==> config.mk <==
export PLATFORM = sky130hd
export DESIGN_NAME = vfcm_mul
export DESIGN_NICKNAME = d
export VERILOG_FILES = /design/src/rtl/vfcm_pkg.sv /design/src/rtl/vfcm_mul.sv
export SDC_FILE = /design/constraint.sdc
export NUM_CORES = 1
export LEC_CHECK = 0
export BUFFER_PORTS_ARGS = -buffer_cell sky130_fd_sc_hd__buf_2
export CAP_MARGIN = 20
export CELL_PAD_IN_SITES_DETAIL_PLACEMENT = 1
export CELL_PAD_IN_SITES_GLOBAL_PLACEMENT = 1
export CORE_ASPECT_RATIO = 1.75
export CORE_MARGIN = 4
export CORE_UTILIZATION = 40
export DETAILED_ROUTE_END_ITERATION = 7
export PLACE_DENSITY = 0.78
export SLEW_MARGIN = 20
export SYNTH_ARGS = -nofsm -noshare
export SYNTH_HDL_FRONTEND = slang
export SYNTH_SLANG_ARGS = --single-unit
export TNS_END_PERCENT = 20
==> constraint.sdc <==
create_clock -name clk_i -period 4.9 [get_ports clk_i]
set_input_delay 0.735 -clock clk_i [delete_from_list [all_inputs] [get_ports clk_i]]
set_output_delay 0.735 -clock clk_i [all_outputs]
set_load 0.005 [all_outputs]
==> src/rtl/vfcm_pkg.sv <==
// Package for the voxel face culling mesher.
// Holds command and face codes, stream widths and the corner table; no dependencies.
`timescale 1ns / 1ps
package vfcm_pkg;

  typedef enum logic [1:0] {
    CMD_WRITE = 2'd0,
    CMD_READ  = 2'd1,
    CMD_START = 2'd2,
    CMD_MESH  = 2'd3
  } cmd_e;

  localparam logic [2:0] FACE_PZ = 3'd0;
  localparam logic [2:0] FACE_NZ = 3'd1;
  localparam logic [2:0] FACE_PY = 3'd2;
  localparam logic [2:0] FACE_NY = 3'd3;
  localparam logic [2:0] FACE_PX = 3'd4;
  localparam logic [2:0] FACE_NX = 3'd5;

  localparam logic CFG_VOXEL_SIZE = 1'b0;
  localparam logic CFG_OPAQUE_THR = 1'b1;

  localparam int CFG_W    = 11;
  localparam int IN_W     = 24;
  localparam int OUT_W    = 104;
  localparam int COORD_W  = 17;
  localparam int VNUM_W   = 19;
  localparam int CIDX_W   = 15;

  // Corner signs per face and corner: bit 2 is x, bit 1 is y, bit 0 is z; set means plus.
  localparam logic [2:0] CORNER_POS [6][4] = '{
    '{3'b011, 3'b001, 3'b101, 3'b111},
    '{3'b100, 3'b000, 3'b010, 3'b110},
    '{3'b111, 3'b110, 3'b010, 3'b011},
    '{3'b001, 3'b000, 3'b100, 3'b101},
    '{3'b101, 3'b100, 3'b110, 3'b111},
    '{3'b011, 3'b010, 3'b000, 3'b001}
  };

endpackage

==> src/rtl/vfcm_mul.sv <==
// Shared registered multiplier used for the three cell centre coordinates.
// Depends on vfcm_pkg for the coordinate width.
`timescale 1ns / 1ps
module vfcm_mul (
  input  logic                          clk_i,
  input  logic [5:0]                    a_i,
  input  logic [10:0]                   b_i,
  output logic [vfcm_pkg::COORD_W-1:0]  p_o
);
  import vfcm_pkg::*;

  logic [COORD_W-1:0] p_q;

  always_ff @(posedge clk_i) begin
    p_q <= COORD_W'(a_i) * COORD_W'(b_i);
  end

  assign p_o = p_q;

endmodule

* After elaboration in Yosys (flattened, before gate mapping)
Cells that the tools add are included.
Storage, ports and cells: bits of input ports 18, output and inout port bits 17, word-level logic and storage cells 2, register bits 17
Operators by class: multipliers 1
Operators with widths (number):
- $mul A6 B11 Y17 | 1

* Logic depth before layout (Yosys ltp)
word-level depth 1, depth in mapped cells 15, depth with buffers taken out 13

* Worst setup path after synthesis
No wires, ideal clock.
path kind input port to flip-flop, start in a_i[5], end reg p_q[15] (netlist: p_o[15]), data arrival time 3.833 ns, library setup time 0.127 ns, buffers on the path 2, data required time 4.773 ns, path slack 0.941 ns, stages on the path 15, cell sequence clkbuf_1 > nand2_1 > fa_1 > inv_1 > fa_1 > inv_1 > fa_1 > inv_1 > ha_1 > clkbuf_1 > a41oi_1 > o21ai_0 > a21oi_1 > o21ai_0 > xor2_1
On the way: word-level cells in the longest chain between the ends 1
RTL lines:
- start: declaration | RTL line vfcm_mul.sv:6 | input logic [5:0] a_i,
- $mul A6 B11 Y17 | RTL line vfcm_mul.sv:15 | p_q <= COORD_W'(a_i) * COORD_W'(b_i);
- end signal: assignment | RTL line vfcm_mul.sv:15
- end: declaration | RTL line vfcm_mul.sv:12 | logic [COORD_W-1:0] p_q;
Every way passes these cells.

* Worst setup path after layout
start in a_i[5], end reg p_q[14] (netlist: p_o[14])
The elaborated chain is that of the path after synthesis.

==> reports/summary.log <==
qor: outcome.status complete, no violations
qor: hold_path.worstHoldPathType primary input to flip-flop
qor: setup_path.critical_path.endpoint_type flip-flop
qor: timing.fin_crit 4.09 ns
qor: setup_path.startpoint_type primary input
qor: setup_path.cp.arrival 4.27 ns
qor: route.route.top_layer_used met4
qor: placement.placed_area 0.00269 sq mm
qor: floorplan.floorplan.core_area 0.00593 sq mm
qor: final_layout.instances_no_fill 380
qor: yosys.synthesis.instances 272
qor: run.maxCapViolCount 0
qor: yosys.syn_area 0.00245 sq mm
qor: route.routedWlPerCell 15.5 um
qor: timing.finalHoldViolations 0
qor: global_routing.pin_count_of_the_biggest_net_entering_global_routing 12
qor: placement.dp_cells 376
qor: clock_network.cts_buffers 3
qor: power.pwr_density_cell 371 mW/mm^2
qor: setup_path.worst-setup-path-type primary input to flip-flop
qor: timing.setup_viol_count_final 0
qor: global_routing.grtUsageTotal 18.2%
qor: setup_path.critical_path_peak_fanout 11
qor: timing.min_period_over_period 83.4%
qor: global_routing.antenna_found_initial 0
qor: timing.clock.fmax 245 MHz
qor: timing.timing.max_slew.rel_slack 76.1%
qor: route.routed-wl-met3 125 um
qor: power.power.static_leakage 1.42 nW
qor: floorplan.initial_utilization 41.4%
qor: floorplan.dieArea 0.00750 sq mm
qor: clock_network.root_buffer sky130_fd_sc_hd__clkbuf_8
qor: placement.globalplace.congestion 0.798
qor: global_routing.grt_pass1_vias 2285
qor: setup_path.required 5.08 ns
qor: final_layout.layout-area-overhead-vs-synth 11.6%
qor: route.routed_wire_length_on_met2 3.68 mm
qor: timing.rsz0062_at_grt false
qor: floorplan.ios 35
qor: final_layout.fin_util 46.2%
qor: yosys.syn_area_per_cell 9.02 sq um
qor: placement.post-dp-hpwl 5.06 mm
qor: floorplan.die_w 67.2 um
qor: timing.timing.setup.tns 0 ns
qor: clock_network.clk_path_buf_depth 2
qor: global_routing.first_pass_grt_wire_length 10.4 mm
qor: route.via_count 1929
qor: power.power.ir.vdd_worst 0.000166 V
qor: placement.io_buffers 34
qor: clock_network.clock_tree_from_tritoncts yes
qor: clock_network.cts.reportedPaths.clkPinSlew 0.07 ns
qor: clock_network.post_cts_buffers 0
qor: route.routedLengthMet1 1.90 mm
qor: route.drt_wl_total 5.90 mm
qor: yosys.synth_cell_type_count 34
qor: final_layout.design.final.nets 383
qor: yosys.synth-warning-count 0
qor: clock_network.htree_levels 1
qor: timing.hold-worst-slack 0.772 ns
qor: timing.worst-slew-pin-transition 0.358 ns
qor: timing.final-max-slew-violation-count 0
qor: yosys.synthesis.nets 352
qor: clock_network.number_of_resized_instances_in_the_post_cts_repair_step 0
qor: route.drt.antenna.violating_nets 0
qor: final_layout.final_cell_area 0.00274 sq mm
qor: route.total_iterations_of_the_first_detailed_routing_run 4
qor: route.avgViaCountPerCell 5.08
qor: global_routing.gr-total-overflow 0
qor: route.dr.first_iter.drc_count 32
qor: final_layout.largest_register_ffs 17
qor: final_layout.antenna_cells_inserted 0
qor: floorplan.core.rowCount 37
qor: yosys.seq_area_frac_synth 13.9%
qor: clock_network.cts.sinks 17
qor: hold_path.min_path_cells 2
qor: yosys.post_synthesis_sequential_element_count 17
qor: clock_network.cts_hold_buffers 0
qor: route.drc_violations_left 0
qor: final_layout.layout-drive-gt1-share 14.2%
qor: floorplan.die_h 112 um
## worst max-delay path, stage by stage
cell and delay (ns):
sky130_fd_sc_hd__buf_2 0.17, sky130_fd_sc_hd__and2_1 0.18, sky130_fd_sc_hd__fa_1 0.54, sky130_fd_sc_hd__fa_1 0.57
sky130_fd_sc_hd__inv_1 0.06, sky130_fd_sc_hd__fa_1 0.53, sky130_fd_sc_hd__inv_1 0.04, sky130_fd_sc_hd__ha_1 0.36
sky130_fd_sc_hd__a21oi_1 0.34, sky130_fd_sc_hd__nand2_1 0.10, sky130_fd_sc_hd__a211o_1 0.31, sky130_fd_sc_hd__a41oi_2 0.19
sky130_fd_sc_hd__xnor2_1 0.14
## path summary, 6_finish.rpt
check,from,endpoint,slack (ns)
min,b_i[0],p_o[0]$_DFF_P_,0.77
max,a_i[5],p_o[14]$_DFF_P_,0.81
## layout by cell type, fill, tap and decap left out, types with 2 or more instances in the layout
cell                       netlist  routed
sky130_fd_sc_hd__a211oi_2        2       2
sky130_fd_sc_hd__a21o_1          4       4
sky130_fd_sc_hd__a21oi_1         6       6
sky130_fd_sc_hd__a31oi_1         2       2
sky130_fd_sc_hd__and2_1         55      55
sky130_fd_sc_hd__and3_1          2       2
sky130_fd_sc_hd__buf_2           0      34
sky130_fd_sc_hd__clkbuf_8        0       3
sky130_fd_sc_hd__dfxtp_1        17      17
sky130_fd_sc_hd__fa_1           37      37
sky130_fd_sc_hd__ha_1           25      25
sky130_fd_sc_hd__inv_1          52      52
sky130_fd_sc_hd__nand2_1        18      18
sky130_fd_sc_hd__nand4_1         2       2
sky130_fd_sc_hd__nor2_1          8       8
sky130_fd_sc_hd__nor3_1          2       2
sky130_fd_sc_hd__o211ai_1        2       2
sky130_fd_sc_hd__o21ai_0         4       4
sky130_fd_sc_hd__o21ai_1         2       2
sky130_fd_sc_hd__xnor2_1         8       8
sky130_fd_sc_hd__xor2_1          2       2
## routing by layer
| metal | vias up | track usage [%] |
|---|---|---|
| li1 | 905 | - |
| met1 | 977 | 17.5 |
| met2 | 35 | 36.9 |
| met3 | 12 | 1.82 |
| met4 | 0 | 6.37 |
| met5 | - | 0 |
## synth_stat cells
library cell / instances / area share, %
sky130_fd_sc_hd__and2_1: 55 / 14
sky130_fd_sc_hd__inv_1: 52 / 8.0
sky130_fd_sc_hd__fa_1: 37 / 30
sky130_fd_sc_hd__ha_1: 25 / 13
sky130_fd_sc_hd__nand2_1: 18 / 2.8
sky130_fd_sc_hd__dfxtp_1: 17 / 14
sky130_fd_sc_hd__clkbuf_1: 8 / 1.2
sky130_fd_sc_hd__nor2_1: 8 / 1.2
sky130_fd_sc_hd__xnor2_1: 8 / 2.9
sky130_fd_sc_hd__a21oi_1: 6 / 1.2
sky130_fd_sc_hd__a21o_1: 4 / 1.2
sky130_fd_sc_hd__o21ai_0: 4 / 0.82
sky130_fd_sc_hd__a211oi_2: 2 / 1.0
sky130_fd_sc_hd__a31oi_1: 2 / 0.51
sky130_fd_sc_hd__and3_1: 2 / 0.51
sky130_fd_sc_hd__nand4_1: 2 / 0.51
sky130_fd_sc_hd__nor3_1: 2 / 0.41
sky130_fd_sc_hd__o211ai_1: 2 / 0.61
sky130_fd_sc_hd__o21ai_1: 2 / 0.41
sky130_fd_sc_hd__xor2_1: 2 / 0.71
sky130_fd_sc_hd__a211o_1: 1 / 0.36
sky130_fd_sc_hd__a211oi_1: 1 / 0.31
sky130_fd_sc_hd__a21o_2: 1 / 0.36
sky130_fd_sc_hd__a21oi_2: 1 / 0.36
sky130_fd_sc_hd__a22oi_1: 1 / 0.31
sky130_fd_sc_hd__a311o_1: 1 / 0.41
sky130_fd_sc_hd__a31o_1: 1 / 0.36
sky130_fd_sc_hd__a41oi_1: 1 / 0.36
sky130_fd_sc_hd__a41oi_2: 1 / 0.66
sky130_fd_sc_hd__nand4b_1: 1 / 0.36
sky130_fd_sc_hd__o21a_1: 1 / 0.31
sky130_fd_sc_hd__o21bai_1: 1 / 0.31
sky130_fd_sc_hd__o221ai_1: 1 / 0.36
sky130_fd_sc_hd__o31a_1: 1 / 0.36
## where the power goes
part / internal [mW] / leakage (nW) / switching [mW] / total, mW
combinational: 0.297 / 1.26 / 0.395 / 0.692
clock: 0.0565 / 0.0255 / 0.0506 / 0.107
sequential: 0.201 / 0.143 / 0.0138 / 0.215
total: 0.554 / 1.42 / 0.460 / 1.01
## layout make-up
cell class	instances	area (sq um)
clock buffer	3	41.3
inverter	52	195
multi-input combinational	195	1890
timing repair buffer	34	170
sequential	17	340
clock inverter	1	5.00
tap	78	97.6
fill	762	3190
## per-stage QoR
step | power, mW | setup WS (ns)
detailed placement | 0.920 | 0.554
global route | 1.14 | 0.634
finish | 1.01 | 0.813
CTS | 1.03 | 0.791
floorplan | 0.705 | 0.941
global placement | 0.894 | 0.650
## logic make-up after synthesis
group	Yosys count	share of synthesized area, %
flip-flops	17	13.9
buffers and inverters	60	9.18
AO/OA/AOI/OAI	35	10.6
adder cells (fa/ha/maj)	62	43.0
AND/OR/NAND/NOR	88	19.8
XOR/XNOR	10	3.57
Power figures use the tool's default switching activity.
